File: src/hw/rtl/atrsp_pkg.sv
package atrsp_pkg;

   localparam int LineBuf    = 96;
   localparam int MaxSockets = 4;
   localparam int MaxChunk   = 1100;
   localparam int AddrW      = $clog2(LineBuf);
   localparam int LenW       = $clog2(LineBuf + 1);
   localparam logic [11:0] NumCap = 12'd4095;

   typedef enum logic [3:0] {
      EV_OK = 4'd0, EV_ERROR = 4'd1, EV_SEND_OK = 4'd2, EV_SEND_FAIL = 4'd3,
      EV_PROMPT = 4'd4, EV_READY = 4'd5, EV_DATA = 4'd6, EV_CLOSED = 4'd7,
      EV_WIFI_UP = 4'd8, EV_WIFI_DOWN = 4'd9, EV_PING = 4'd10,
      EV_RESOLVE = 4'd11, EV_SCAN = 4'd12, EV_DESYNC = 4'd13
   } event_type;

   typedef enum logic [0:0] { CMD_BYTE = 1'b0, CMD_NEWCONN = 1'b1 } cmd_type;

   typedef struct packed {
      logic       cmd;
      logic [7:0] rx_byte;
   } req_type;

   typedef struct packed {
      logic [3:0]         event_res;
      logic [1:0]         socket_id;
      logic [7:0]         payload_byte;
      logic               chunk_last;
      logic signed [31:0] event_value;
   } rsp_type;

   // text patterns, first character in the top byte
   localparam logic [8*10-1:0] TxtOk       = {"OK",        64'h0};
   localparam logic [8*10-1:0] TxtError    = {"ERROR:",    32'h0};
   localparam logic [8*10-1:0] TxtSendOk   = {"SEND OK",   24'h0};
   localparam logic [8*10-1:0] TxtSendFail = {"SEND FAIL", 8'h0};
   localparam logic [8*10-1:0] TxtPrompt   = {">",         72'h0};
   localparam logic [8*10-1:0] TxtReady    = {"+READY",    32'h0};
   localparam logic [8*10-1:0] TxtSclosed  = {"+SCLOSED:", 8'h0};
   localparam logic [8*10-1:0] TxtWjoin    = {"+WJOIN:",   24'h0};
   localparam logic [8*10-1:0] TxtWconn    = {"+WCONN:",   24'h0};
   localparam logic [8*10-1:0] TxtWdisc    = {"+WDISCONN", 8'h0};
   localparam logic [8*10-1:0] TxtPing     = {"+PING:",    32'h0};
   localparam logic [8*10-1:0] TxtPingstat = "+PINGSTAT:";
   localparam logic [8*10-1:0] TxtResolve  = {"+RESOLVE:", 8'h0};
   localparam logic [8*10-1:0] TxtWscan    = {"+WSCAN:",   24'h0};
   localparam logic [8*7-1:0]  TxtSrecv    = "+SRECV:";

   function automatic logic is_digit(input logic [7:0] c);
      return (c >= 8'h30) && (c <= 8'h39);
   endfunction

   function automatic logic is_blank(input logic [7:0] c);
      return (c == 8'h20) || (c == 8'h09) || (c == 8'h0d) || (c == 8'h0b) ||
             (c == 8'h0c);
   endfunction

endpackage

File: src/hw/rtl/at_response_stream_parser_unit.sv
// AT response stream parser.
// req_ channel: one request per received byte (cmd = 0) or a new-connection
// marker (cmd = 1, clears payload-seen and desync state, no response).
// rsp_ channel: at most one event per request. In data mode every byte gives
// a data event tagged with its socket and a last flag, by way of ST_PEND.
// A line feed starts a pass over the stored line held in a single-port RAM
// with a registered read: one character per cycle, in up to two passes
// (prefix compare with +SRECV: search and comma count, then number
// fields).
// One request is worked at a time; req_ready is low during the pass and
// while a response waits in the output register.
// csr_ channel writes the scan enable bit; write only while idle.
// Reset (synchronous, active high) returns to line mode with an empty line,
// clears the chunk count, the desync counter and flags and drops a waiting
// response; the line RAM is not cleared since only written entries are ever read.
// When rsp_ready is low the response holds in its register and no further
// request is taken.
module at_response_stream_parser_unit (
   input  logic                 clock,
   input  logic                 reset,
   input  logic                 req_valid,
   output logic                 req_ready,
   input  atrsp_pkg::req_type   req_data,
   output logic                 rsp_valid,
   input  logic                 rsp_ready,
   output atrsp_pkg::rsp_type   rsp_data,
   input  logic                 csr_valid,
   output logic                 csr_ready,
   input  logic                 csr_data
);
   import atrsp_pkg::*;

   typedef enum logic [6:0] {
      ST_IDLE  = 7'b0000001,
      ST_PREP  = 7'b0000010,  // read last char for CR strip
      ST_FIX   = 7'b0000100,
      ST_SCAN  = 7'b0001000,  // linear walk over the line
      ST_DECIDE= 7'b0010000,
      ST_OUT   = 7'b0100000,
      ST_PEND  = 7'b1000000
   } state_type;

   // walk phases
   typedef enum logic [3:0] {
      PH_PREFIX = 4'b0001,  // compare first 10 chars, search +SRECV:, count commas
      PH_SRECV  = 4'b0010,  // numbers after +SRECV:
      PH_NUM    = 4'b0100,  // +SCLOSED: id
      PH_PING   = 4'b1000
   } phase_type;

   state_type state_ff, state_in;
   phase_type phase_ff, phase_in;

   logic [7:0]  line_mem [LineBuf];
   logic [7:0]  rd_ff;
   logic [AddrW-1:0] raddr;
   logic        rd_en;

   logic             scan_en_ff;
   logic             data_mode_ff, data_mode_in;
   logic [LenW-1:0]  len_ff, len_in;
   logic [LenW-1:0]  clen_ff, clen_in;
   logic [10:0]      left_ff, left_in;
   logic [1:0]       csock_ff, csock_in;
   logic             seen_ff, seen_in;
   logic             dsa_ff, dsa_in;
   logic [15:0]      dcnt_ff, dcnt_in;
   rsp_type          rsp_ff, rsp_in;
   logic             rspv_ff, rspv_in;

   // walk registers
   logic [LenW-1:0]  pos_ff, pos_in;      // index of char arriving in rd_ff
   logic             rdv_ff, rdv_in;
   logic [14:0]      pmatch_ff, pmatch_in; // prefix matches so far
   logic [6:0]       sr_ff, sr_in;         // +SRECV: window match pipeline
   logic             srf_ff, srf_in;
   logic [LenW-1:0]  srpos_ff, srpos_in;
   logic [1:0]       commas_ff, commas_in;
   logic [2:0]       sub_ff, sub_in;       // field step inside a number phase
   logic [11:0]      n1_ff, n1_in, n2_ff, n2_in;
   logic             neg_ff, neg_in;
   logic [31:0]      mag_ff, mag_in;
   logic             done_ff, done_in;

   logic req_fire, rsp_fire;
   logic [7:0] c;
   logic [11:0] n_next;
   logic [35:0] m_next;
   logic [3:0]  dig;

   localparam int NPfx = 14;
   logic [8*10-1:0] pat [NPfx];
   logic [3:0]      plen [NPfx];
   assign pat[0] = TxtOk;       assign plen[0] = 4'd2;
   assign pat[1] = TxtError;    assign plen[1] = 4'd6;
   assign pat[2] = TxtSendOk;   assign plen[2] = 4'd7;
   assign pat[3] = TxtSendFail; assign plen[3] = 4'd9;
   assign pat[4] = TxtPrompt;   assign plen[4] = 4'd1;
   assign pat[5] = TxtReady;    assign plen[5] = 4'd6;
   assign pat[6] = TxtSclosed;  assign plen[6] = 4'd9;
   assign pat[7] = TxtWjoin;    assign plen[7] = 4'd7;
   assign pat[8] = TxtWconn;    assign plen[8] = 4'd7;
   assign pat[9] = TxtWdisc;    assign plen[9] = 4'd9;
   assign pat[10]= TxtPing;     assign plen[10]= 4'd6;
   assign pat[11]= TxtPingstat; assign plen[11]= 4'd10;
   assign pat[12]= TxtResolve;  assign plen[12]= 4'd9;
   assign pat[13]= TxtWscan;    assign plen[13]= 4'd7;

   assign req_fire  = req_valid && req_ready;
   assign rsp_fire  = rsp_valid && rsp_ready;
   assign req_ready = (state_ff == ST_IDLE) && !rspv_ff;
   assign rsp_valid = rspv_ff;
   assign rsp_data  = rsp_ff;
   assign csr_ready = 1'b1;
   assign c   = rd_ff;
   assign dig = c[3:0];
   assign n_next = ({n1_ff} * 12'd10 + {8'd0, dig} > {1'b0, NumCap}) ? NumCap
                   : 12'(n1_ff * 12'd10 + {8'd0, dig});

   always_ff @(posedge clock) begin
      if (reset) begin
         scan_en_ff <= 1'b0;
      end else if (csr_valid) begin
         scan_en_ff <= csr_data;
      end
   end

   // line RAM: write on byte store, registered read
   always_ff @(posedge clock) begin
      if (req_fire && req_data.cmd == CMD_BYTE && !data_mode_ff &&
          req_data.rx_byte != 8'h0a && len_ff < LenW'(LineBuf - 1)) begin
         line_mem[len_ff[AddrW-1:0]] <= req_data.rx_byte;
      end
      if (rd_en) begin
         rd_ff <= line_mem[raddr];
      end
   end

   always_comb begin
      state_in = state_ff;  phase_in = phase_ff;
      data_mode_in = data_mode_ff; len_in = len_ff; clen_in = clen_ff;
      left_in = left_ff; csock_in = csock_ff; seen_in = seen_ff;
      dsa_in = dsa_ff; dcnt_in = dcnt_ff; rsp_in = rsp_ff; rspv_in = rspv_ff;
      pos_in = pos_ff; rdv_in = 1'b0; pmatch_in = pmatch_ff; sr_in = sr_ff;
      srf_in = srf_ff; srpos_in = srpos_ff; commas_in = commas_ff;
      sub_in = sub_ff; n1_in = n1_ff; n2_in = n2_ff; neg_in = neg_ff;
      mag_in = mag_ff; done_in = done_ff;
      rd_en = 1'b0; raddr = '0;
      m_next = '0;
      if (rsp_fire) rspv_in = 1'b0;
      rsp_in = rsp_ff;

      case (state_ff)
         ST_IDLE: begin
            if (req_fire) begin
               if (req_data.cmd == CMD_NEWCONN) begin
                  seen_in = 1'b0; dsa_in = 1'b0; dcnt_in = '0;
               end else if (data_mode_ff) begin
                  seen_in = 1'b1;
                  left_in = (left_ff != 11'd0) ? left_ff - 11'd1 : 11'd0;
                  rsp_in = '0;
                  rsp_in.event_res = EV_DATA;
                  rsp_in.socket_id = csock_ff;
                  rsp_in.payload_byte = req_data.rx_byte;
                  rsp_in.chunk_last = (left_ff <= 11'd1);
                  if (left_ff <= 11'd1) begin
                     data_mode_in = 1'b0; len_in = '0;
                  end
                  state_in = ST_PEND;
               end else if (req_data.rx_byte == 8'h0a) begin
                  clen_in = len_ff; len_in = '0;
                  if (len_ff != '0) begin
                     state_in = ST_PREP;
                  end
               end else if (len_ff < LenW'(LineBuf - 1)) begin
                  len_in = len_ff + LenW'(1);
               end
            end
         end
         ST_PREP: begin
            rd_en = 1'b1; raddr = AddrW'(clen_ff - LenW'(1));
            state_in = ST_FIX;
         end
         ST_FIX: begin
            if (c == 8'h0d) clen_in = clen_ff - LenW'(1);
            if (c == 8'h0d && clen_ff == LenW'(1)) begin
               state_in = ST_IDLE;
            end else begin
               state_in = ST_SCAN; phase_in = PH_PREFIX; pos_in = '0;
               pmatch_in = '1; sr_in = '0; srf_in = 1'b0; commas_in = '0;
               rd_en = 1'b1; raddr = '0; rdv_in = 1'b1; done_in = 1'b0;
            end
         end
         ST_SCAN: begin
            // issue next read; rdv_ff says rd_ff holds char at pos_ff
            if (rdv_ff) begin
               case (phase_ff)
                  PH_PREFIX: begin
                     for (int k = 0; k < NPfx; k++) begin
                        if (pos_ff < LenW'(plen[k]) &&
                            c != pat[k][8*(9-pos_ff[3:0]) +: 8])
                           pmatch_in[k] = 1'b0;
                     end
                     // window: sr[j] = chars pos-j..pos match "+SRECV:"[0..j]
                     for (int j = 6; j > 0; j--)
                        sr_in[j] = sr_ff[j-1] && (c == TxtSrecv[8*(6-j) +: 8]);
                     sr_in[0] = (c == TxtSrecv[55:48]);
                     if (sr_in[6] && !srf_ff) begin
                        srf_in = 1'b1; srpos_in = pos_ff + LenW'(1);
                     end
                     if (pos_ff >= LenW'(7) && c == 8'h2c && commas_ff != 2'd3)
                        commas_in = commas_ff + 2'd1;
                  end
                  PH_SRECV, PH_NUM: begin
                     // sub 0: id digits up to the comma, 2: len digits
                     if (sub_ff == 3'd0 && is_digit(c)) n1_in = n_next;
                     else if (sub_ff == 3'd0) begin
                        if (phase_ff == PH_NUM) done_in = 1'b1;
                        else if (c == 8'h2c) sub_in = 3'd2;
                        else begin sub_in = 3'd2; n2_in = n1_ff; n1_in = '0;
                           done_in = !is_digit(c); end
                     end else begin
                        if (is_digit(c)) begin
                           // n2 keeps id, n1 the length
                           n1_in = n_next;
                        end else done_in = 1'b1;
                     end
                     if (sub_ff == 3'd0 && !is_digit(c) && phase_ff == PH_SRECV
                         && c == 8'h2c) begin
                        n2_in = n1_ff; n1_in = '0;
                     end
                  end
                  default: begin // PH_PING
                     // sub 0 digits and optional comma,2 blanks and sign,4 mag
                     case (sub_ff)
                        3'd0: if (!is_digit(c)) begin
                           if (c == 8'h2c) sub_in = 3'd2;
                           else if (is_blank(c)) sub_in = 3'd2;
                           else if (c == 8'h2d || c == 8'h2b) begin
                              neg_in = (c == 8'h2d); sub_in = 3'd4;
                           end else done_in = 1'b1;
                        end
                        3'd2: if (!is_blank(c)) begin
                           if (c == 8'h2d || c == 8'h2b) begin
                              neg_in = (c == 8'h2d); sub_in = 3'd4;
                           end else if (is_digit(c)) begin
                              mag_in = {28'd0, dig}; sub_in = 3'd4;
                           end else done_in = 1'b1;
                        end
                        default: if (is_digit(c)) begin
                           m_next = {4'd0, mag_ff} * 36'd10 + {32'd0, dig};
                           mag_in = (m_next > 36'h080000000) ? 32'h80000000
                                    : m_next[31:0];
                        end else done_in = 1'b1;
                     endcase
                  end
               endcase
            end
            if (rdv_ff && (pos_ff + LenW'(1) >= clen_ff || done_in)) begin
               state_in = ST_DECIDE;
            end else begin
               pos_in = rdv_ff ? pos_ff + LenW'(1) : pos_ff;
               rd_en = 1'b1; raddr = AddrW'(pos_in); rdv_in = 1'b1;
            end
         end
         ST_DECIDE: begin
            state_in = ST_IDLE;
            rsp_in = '0;
            case (phase_ff)
               PH_PREFIX: begin
                  if (pmatch_ff[0] && clen_ff == LenW'(2)) begin
                     rsp_in.event_res = EV_OK; state_in = ST_PEND;
                  end else if (pmatch_ff[1] && clen_ff >= LenW'(6)) begin
                     rsp_in.event_res = EV_ERROR; state_in = ST_PEND;
                  end else if (pmatch_ff[2] && clen_ff == LenW'(7)) begin
                     rsp_in.event_res = EV_SEND_OK; state_in = ST_PEND;
                  end else if (pmatch_ff[3] && clen_ff == LenW'(9)) begin
                     rsp_in.event_res = EV_SEND_FAIL; state_in = ST_PEND;
                  end else if (pmatch_ff[4] && clen_ff == LenW'(1)) begin
                     rsp_in.event_res = EV_PROMPT; state_in = ST_PEND;
                  end else if (pmatch_ff[5] && clen_ff == LenW'(6)) begin
                     rsp_in.event_res = EV_READY; state_in = ST_PEND;
                  end else if (srf_ff) begin
                     state_in = ST_SCAN; phase_in = PH_SRECV; pos_in = srpos_ff;
                     sub_in = '0; n1_in = '0; n2_in = '0; done_in = 1'b0;
                     if (srpos_ff >= clen_ff) state_in = ST_DECIDE;
                     else begin rd_en = 1'b1; raddr = AddrW'(srpos_ff);
                        rdv_in = 1'b1; end
                  end else if (pmatch_ff[6] && clen_ff >= LenW'(9)) begin
                     state_in = ST_SCAN; phase_in = PH_NUM; pos_in = LenW'(9);
                     sub_in = '0; n1_in = '0; done_in = 1'b0;
                     if (clen_ff == LenW'(9)) state_in = ST_DECIDE;
                     else begin rd_en = 1'b1; raddr = AddrW'(9); rdv_in = 1'b1; end
                  end else if ((pmatch_ff[7] || pmatch_ff[8]) && clen_ff >= LenW'(7))
                  begin
                     rsp_in.event_res = EV_WIFI_UP; state_in = ST_PEND;
                  end else if (pmatch_ff[9] && clen_ff == LenW'(9)) begin
                     rsp_in.event_res = EV_WIFI_DOWN; state_in = ST_PEND;
                  end else if (pmatch_ff[10] && clen_ff >= LenW'(6)) begin
                     state_in = ST_SCAN; phase_in = PH_PING; pos_in = LenW'(6);
                     sub_in = '0; neg_in = 1'b0; mag_in = '0; done_in = 1'b0;
                     if (clen_ff == LenW'(6)) state_in = ST_DECIDE;
                     else begin rd_en = 1'b1; raddr = AddrW'(6); rdv_in = 1'b1; end
                  end else if (pmatch_ff[11] && clen_ff >= LenW'(10)) begin
                     state_in = ST_IDLE;
                  end else if (pmatch_ff[12] && clen_ff >= LenW'(9)) begin
                     rsp_in.event_res = EV_RESOLVE; state_in = ST_PEND;
                  end else if (pmatch_ff[13] && clen_ff >= LenW'(7) && scan_en_ff)
                  begin
                     if (commas_ff == 2'd3) begin
                        rsp_in.event_res = EV_SCAN; state_in = ST_PEND;
                     end
                  end else if (seen_ff && !dsa_ff) begin
                     dsa_in = 1'b1;
                     dcnt_in = (dcnt_ff != 16'hffff) ? dcnt_ff + 16'd1 : dcnt_ff;
                     rsp_in.event_res = EV_DESYNC;
                     rsp_in.event_value = {16'd0, dcnt_in};
                     state_in = ST_PEND;
                  end
               end
               PH_SRECV: begin
                  // id in n2 when a length field was reached, else in n1
                  if (sub_ff == 3'd2 && n2_ff < 12'(MaxSockets) && n1_ff != '0)
                  begin
                     csock_in = n2_ff[1:0];
                     left_in = (n1_ff > 12'(MaxChunk)) ? 11'(MaxChunk)
                               : n1_ff[10:0];
                     data_mode_in = 1'b1; dsa_in = 1'b0;
                  end
               end
               PH_NUM: begin
                  if (n1_ff < 12'(MaxSockets)) begin
                     rsp_in.event_res = EV_CLOSED;
                     rsp_in.socket_id = n1_ff[1:0];
                     state_in = ST_PEND;
                  end
               end
               default: begin
                  rsp_in.event_res = EV_PING;
                  rsp_in.event_value = neg_ff ? 32'(-mag_ff)
                     : ((mag_ff > 32'h7fffffff) ? 32'h7fffffff : mag_ff);
                  state_in = ST_PEND;
               end
            endcase
         end
         ST_PEND: begin
            rspv_in = 1'b1; state_in = ST_IDLE;
         end
         default: state_in = ST_IDLE;
      endcase
   end

   always_ff @(posedge clock) begin
      if (reset) begin
         state_ff <= ST_IDLE; phase_ff <= PH_PREFIX;
         data_mode_ff <= 1'b0; len_ff <= '0; left_ff <= '0; csock_ff <= '0;
         seen_ff <= 1'b0; dsa_ff <= 1'b0; dcnt_ff <= '0; rspv_ff <= 1'b0;
         rdv_ff <= 1'b0;
      end else begin
         state_ff <= state_in; phase_ff <= phase_in;
         data_mode_ff <= data_mode_in; len_ff <= len_in; left_ff <= left_in;
         csock_ff <= csock_in; seen_ff <= seen_in; dsa_ff <= dsa_in;
         dcnt_ff <= dcnt_in; rspv_ff <= rspv_in; rdv_ff <= rdv_in;
      end
   end

   always_ff @(posedge clock) begin
      clen_ff <= clen_in; rsp_ff <= rsp_in; pos_ff <= pos_in;
      pmatch_ff <= pmatch_in; sr_ff <= sr_in; srf_ff <= srf_in;
      srpos_ff <= srpos_in; commas_ff <= commas_in; sub_ff <= sub_in;
      n1_ff <= n1_in; n2_ff <= n2_in; neg_ff <= neg_in; mag_ff <= mag_in;
      done_ff <= done_in;
   end

   a_no_take_while_busy: assert property (@(posedge clock) disable iff (reset)
      rsp_valid |-> !req_ready) else $error("request taken with response pending");
   a_rsp_hold: assert property (@(posedge clock) disable iff (reset)
      rsp_valid && !rsp_ready |=> rsp_valid && $stable(rsp_data))
      else $error("response dropped while stalled");
   a_data_sock: assert property (@(posedge clock) disable iff (reset)
      rsp_valid && rsp_data.event_res == EV_DATA |-> !rsp_data.chunk_last ||
      !data_mode_ff) else $error("last data byte left data mode set");
endmodule
File: config.mk
export PLATFORM = sky130hd
export DESIGN_NAME = at_response_stream_parser_unit
export DESIGN_NICKNAME = d
export VERILOG_FILES = /design/src/hw/rtl/atrsp_pkg.sv /design/src/hw/rtl/at_response_stream_parser_unit.sv
export SDC_FILE = /design/constraint.sdc
export NUM_CORES = 2
export LEC_CHECK = 0
export BUFFER_PORTS_ARGS = -buffer_cell sky130_fd_sc_hd__buf_4
export CAP_MARGIN = 20
export CORE_MARGIN = 4
export CORE_UTILIZATION = 55
export CTS_BUF_LIST = sky130_fd_sc_hd__clkbuf_8
export CTS_CLUSTER_DIAMETER = 100
export DETAILED_ROUTE_END_ITERATION = 8
export PLACE_DENSITY = 0.8
export SYNTH_ARGS = -nofsm -noshare
export SYNTH_HDL_FRONTEND = slang
export SYNTH_SLANG_ARGS = --single-unit
File: constraint.sdc
create_clock -name clock -period 5.5 [get_ports clock]
set_input_delay 0.55 -clock clock [delete_from_list [all_inputs] [get_ports clock]]
set_output_delay 0.55 -clock clock [all_outputs]
set_load 0.1 [all_outputs]
==> impl_metrics.json <==
{
  "worstPathRequired_ns": 6.09,
  "slowest_stage": "nor3_1",
  "post_cts_buffers": 0,
  "rsz0062_at_grt": "false",
  "path_cells": "inv_1 -> ha_1 -> nor2b_1 -> a22o_1 -> a211o_1 -> a211oi_1 -> a221o_1 -> buf_4 -> nand2_1 -> nor3_1 -> a211oi_1 -> a311o_1",
  "max_cap_violations": 0,
  "ys_types": 101,
  "netlist.area_leader.share": 0.571,
  "hold_path.class": "in -> reg",
  "max_slew_margin": 0.205,
  "grt_pass1_wl_mm": 217,
  "portBuffers": 63,
  "power.density_nw_per_um2": 266,
  "ant_nets": 0,
  "synth_seq_area_share": 0.592,
  "htreeDepth": 4,
  "reg2reg_slack_ns": 0.15,
  "drive_gt1_frac": 0.130,
  "reg2reg_from": "clen_ff[1]$_DFFE_PP_",
  "grt_pass1_vias": 36500,
  "std_cell_rows": 108,
  "wl_per_cell_um": 25.1,
  "vias": 38300,
  "cp_max_fo": 9,
  "nets": 4617,
  "drt_pass1_iterations": 8,
  "worstHoldStart": "req_data[5]",
  "yosysWarnings": 0,
  "fin_skew_ns": 0.0491,
  "clk_path_buf_depth": 3,
  "reg2reg_depth": 12,
  "r2r-end": "c[5]$_DFFE_PP_",
  "nFillCells": 6615,
  "synth_most_common_cell": "edfxtp_1",
  "dieArea_um2": 93500,
  "gp_congestion": 0.964,
  "grt_max_degree": 98,
  "drc": 0,
  "synth.avg_cell_area_um2": 11.4,
  "ys_top_cells_by_count": "927 x edfxtp_1, 571 x nand2_1, 321 x nor2_1, 233 x a21oi_1",
  "fmax_mhz": 187,
  "power.leakage_nw": 19.4,
  "synth.ff_latch_count": 979,
  "tightest_slew_ns": 1.19,
  "crit_cells": 12,
  "report.final.slew_viol_count": 0,
  "holdPathStages": 1,
  "min_period_over_period": 0.974,
  "start_kind": "register",
  "synth_ff_type": "edfxtp_1",
  "hold_violations": 0,
  "cts_tree": "done",
  "cts_buffers": 157,
  "dp_hpwl_mm": 95.3,
  "ir_worst_vdd_v": 0.000272,
  "period_needed_ns": 5.35,
  "track_usage": 0.300,
  "synthArstFlopShare": 0,
  "path_clk_slew_ns": 0.06,
  "synth_edf_count": 927,
  "final-setup-viol-count": 0,
  "overflow": 0,
  "total_power_w": 0.0146,
  "drt_wl_total_mm": 145,
  "worstSetupEndpointType": "register",
  "crit_path_frequent_cell": "a211oi_1",
  "drtIter0Drc": 5687,
  "die_y_um": 306,
  "clock-sinks": 979,
  "status": "finished clean",
  "drt-vias-per-instance": 6.64,
  "pin_count": 65,
  "cts-root-buf": "clkbuf_8",
  "utilization": 0.628,
  "max_stage_delay_ns": 0.80,
  "fin_tns_setup_ns": 0,
  "worstSkewPairLatency_ns": 0.87,
  "syn-cell-area_um2": 48800,
  "critPathBufInv": 2,
  "crit_arrival_ns": 5.94,
  "synth_area_leader_cell": "edfxtp_1",
  "antenna_found_initial": 1,
  "synth_area_leaders": "edfxtp_1 57%, nand2_1 4.4%, ha_1 2.9%",
  "critPathKind": "reg -> reg",
  "die_x_um": 306,
  "core-area_um2": 87400,
  "cpLargestDelayFamily": "compound AO/OA/AOI/OAI gates",
  "synthToLayoutAreaGrowth_pct": 12.5,
  "min_to": "line_mem[48][5]$_DFFE_PP_",
  "syn_inst": 4289,
  "initial_core_util": 0.558
}
cell usage in the layout, fill, tap and decap left out, types with 19 or more instances in the layout:
cell type    n
inv_1       91
nor4_1      42
nand2_1    570
a221oi_1    19
mux2i_1     84
nor3_1      86
ha_1       112
a211oi_1   158
a21oi_1    233
xnor2_1    109
and2_1      43
nand2b_1    19
o31ai_1     25
dfxtp_1     52
a21o_1      28
a211oi_2    24
edfxtp_1   927
clkinv_2    21
clkbuf_8   164
a311oi_1    53
buf_4      279
o22ai_1     44
o211ai_1    30
clkinv_1    49
nand3_1    148
nand4_1     43
nor2b_1     25
a221o_1     19
o21ai_0    159
and3_1     147
xor2_1      55
a31oi_1     67
nor2_1     319
or3_1       25
state kept, by name, indices dropped and copies added, names as in the netlist, 8 cells and up:
register   cells
mag_ff        32
dcnt_ff       16
n2_ff         12
rsp_data      47
c              8
pmatch_ff     14
n1_ff         12
line_mem     768
left_ff       11
report_power, final:
group	switching [W]	total (W)	internal, W
sequential	0.00000891	0.00816	0.00815
clock	0.00300	0.00611	0.00311
combinational	0.000239	0.000310	0.0000707
worst max-delay path by stage:
stage,endpoint,from
4_1_cts,mag_ff[30]$_SDFFCE_PP0P_,mag_ff[1]$_SDFFCE_PP0P_
6_report,c[5]$_DFFE_PP_,clen_ff[1]$_DFFE_PP_
3_5_place_dp,mag_ff[30]$_SDFFCE_PP0P_,mag_ff[1]$_SDFFCE_PP0P_
5_1_grt,mag_ff[30]$_SDFFCE_PP0P_,mag_ff[1]$_SDFFCE_PP0P_
2_1_floorplan,left_ff[2]$_SDFFE_PP0P_,state_ff[3]$_SDFFE_PP0P_
3_3_place_gp,mag_ff[30]$_SDFFCE_PP0P_,mag_ff[1]$_SDFFCE_PP0P_
logic make-up (layout without fill, tap and decap cells):
group,Yosys count,after routing,synth area share
xor gates and xnor gates,165,165,0.0296
adders and majority gates,117,117,0.0306
buffers and inverters,334,654,0.0282
and+or+nand+nor,1552,1552,0.152
AOI/OAI and AO/OA,1046,1046,0.148
other,2,10,0.000154
DFF,979,979,0.592
muxes,94,94,0.0195
area by class of cell:
class,instances,area (um2),share of cell area
sequential,979,28900,0.526
inverter,61,229,0.00417
antenna,1,2.50,0.0000456
multi-input combinational,2983,18700,0.341
clock buffer,164,2260,0.0411
clock inverter,125,805,0.0147
tap,1155,1450,0.0263
timing repair buffer,304,2550,0.0466
what timing repair did:
action                                  in CTS  in global routing
hold endpoints to repair                     3                  0
hold buffers                                 4                  0
endpoints found under the setup margin       0                 27
gates resized for setup                      0                  5
stage by stage:
| step | hold slack (ns) | setup slack (ns) | instances | instance area, um2 |
|---|---|---|---|---|
| 2_1_floorplan | 0.445 | 0.473 | 4296 | 48800 |
| 3_3_place_gp | 0.454 | 0.312 | 5475 | 51700 |
| 3_5_place_dp | 0.462 | 0.229 | 5475 | 51700 |
| 4_1_cts | 0.0170 | 0.236 | 5768 | 54800 |
| 5_1_grt | 0.0288 | 0.0267 | 5772 | 54900 |
| 6_report | 0.0785 | 0.145 | 5772 | 54900 |
layer usage:
layer  vias to the layer above  global-route usage  share of wire
met1                     18400               0.392           0.37
met5                         -                   0              0
li1                      16800                   -              -
met3                       543              0.0675           0.12
met4                         0               0.150          0.057
met2                      2569               0.477           0.46
worst register-to-register path, delay by kind of cell, from the launching register on:
| family | cells | cell delay [ns] |
|---|---|---|
| AOI/OAI and AO/OA | 6 | 2.52 |
| and+or+nand+nor | 3 | 1.36 |
| DFF | 1 | 0.55 |
| buffers and inverters | 2 | 0.44 |
| adders and majority gates | 1 | 0.26 |
No activity file was read; power rests on OpenSTA's default activity.
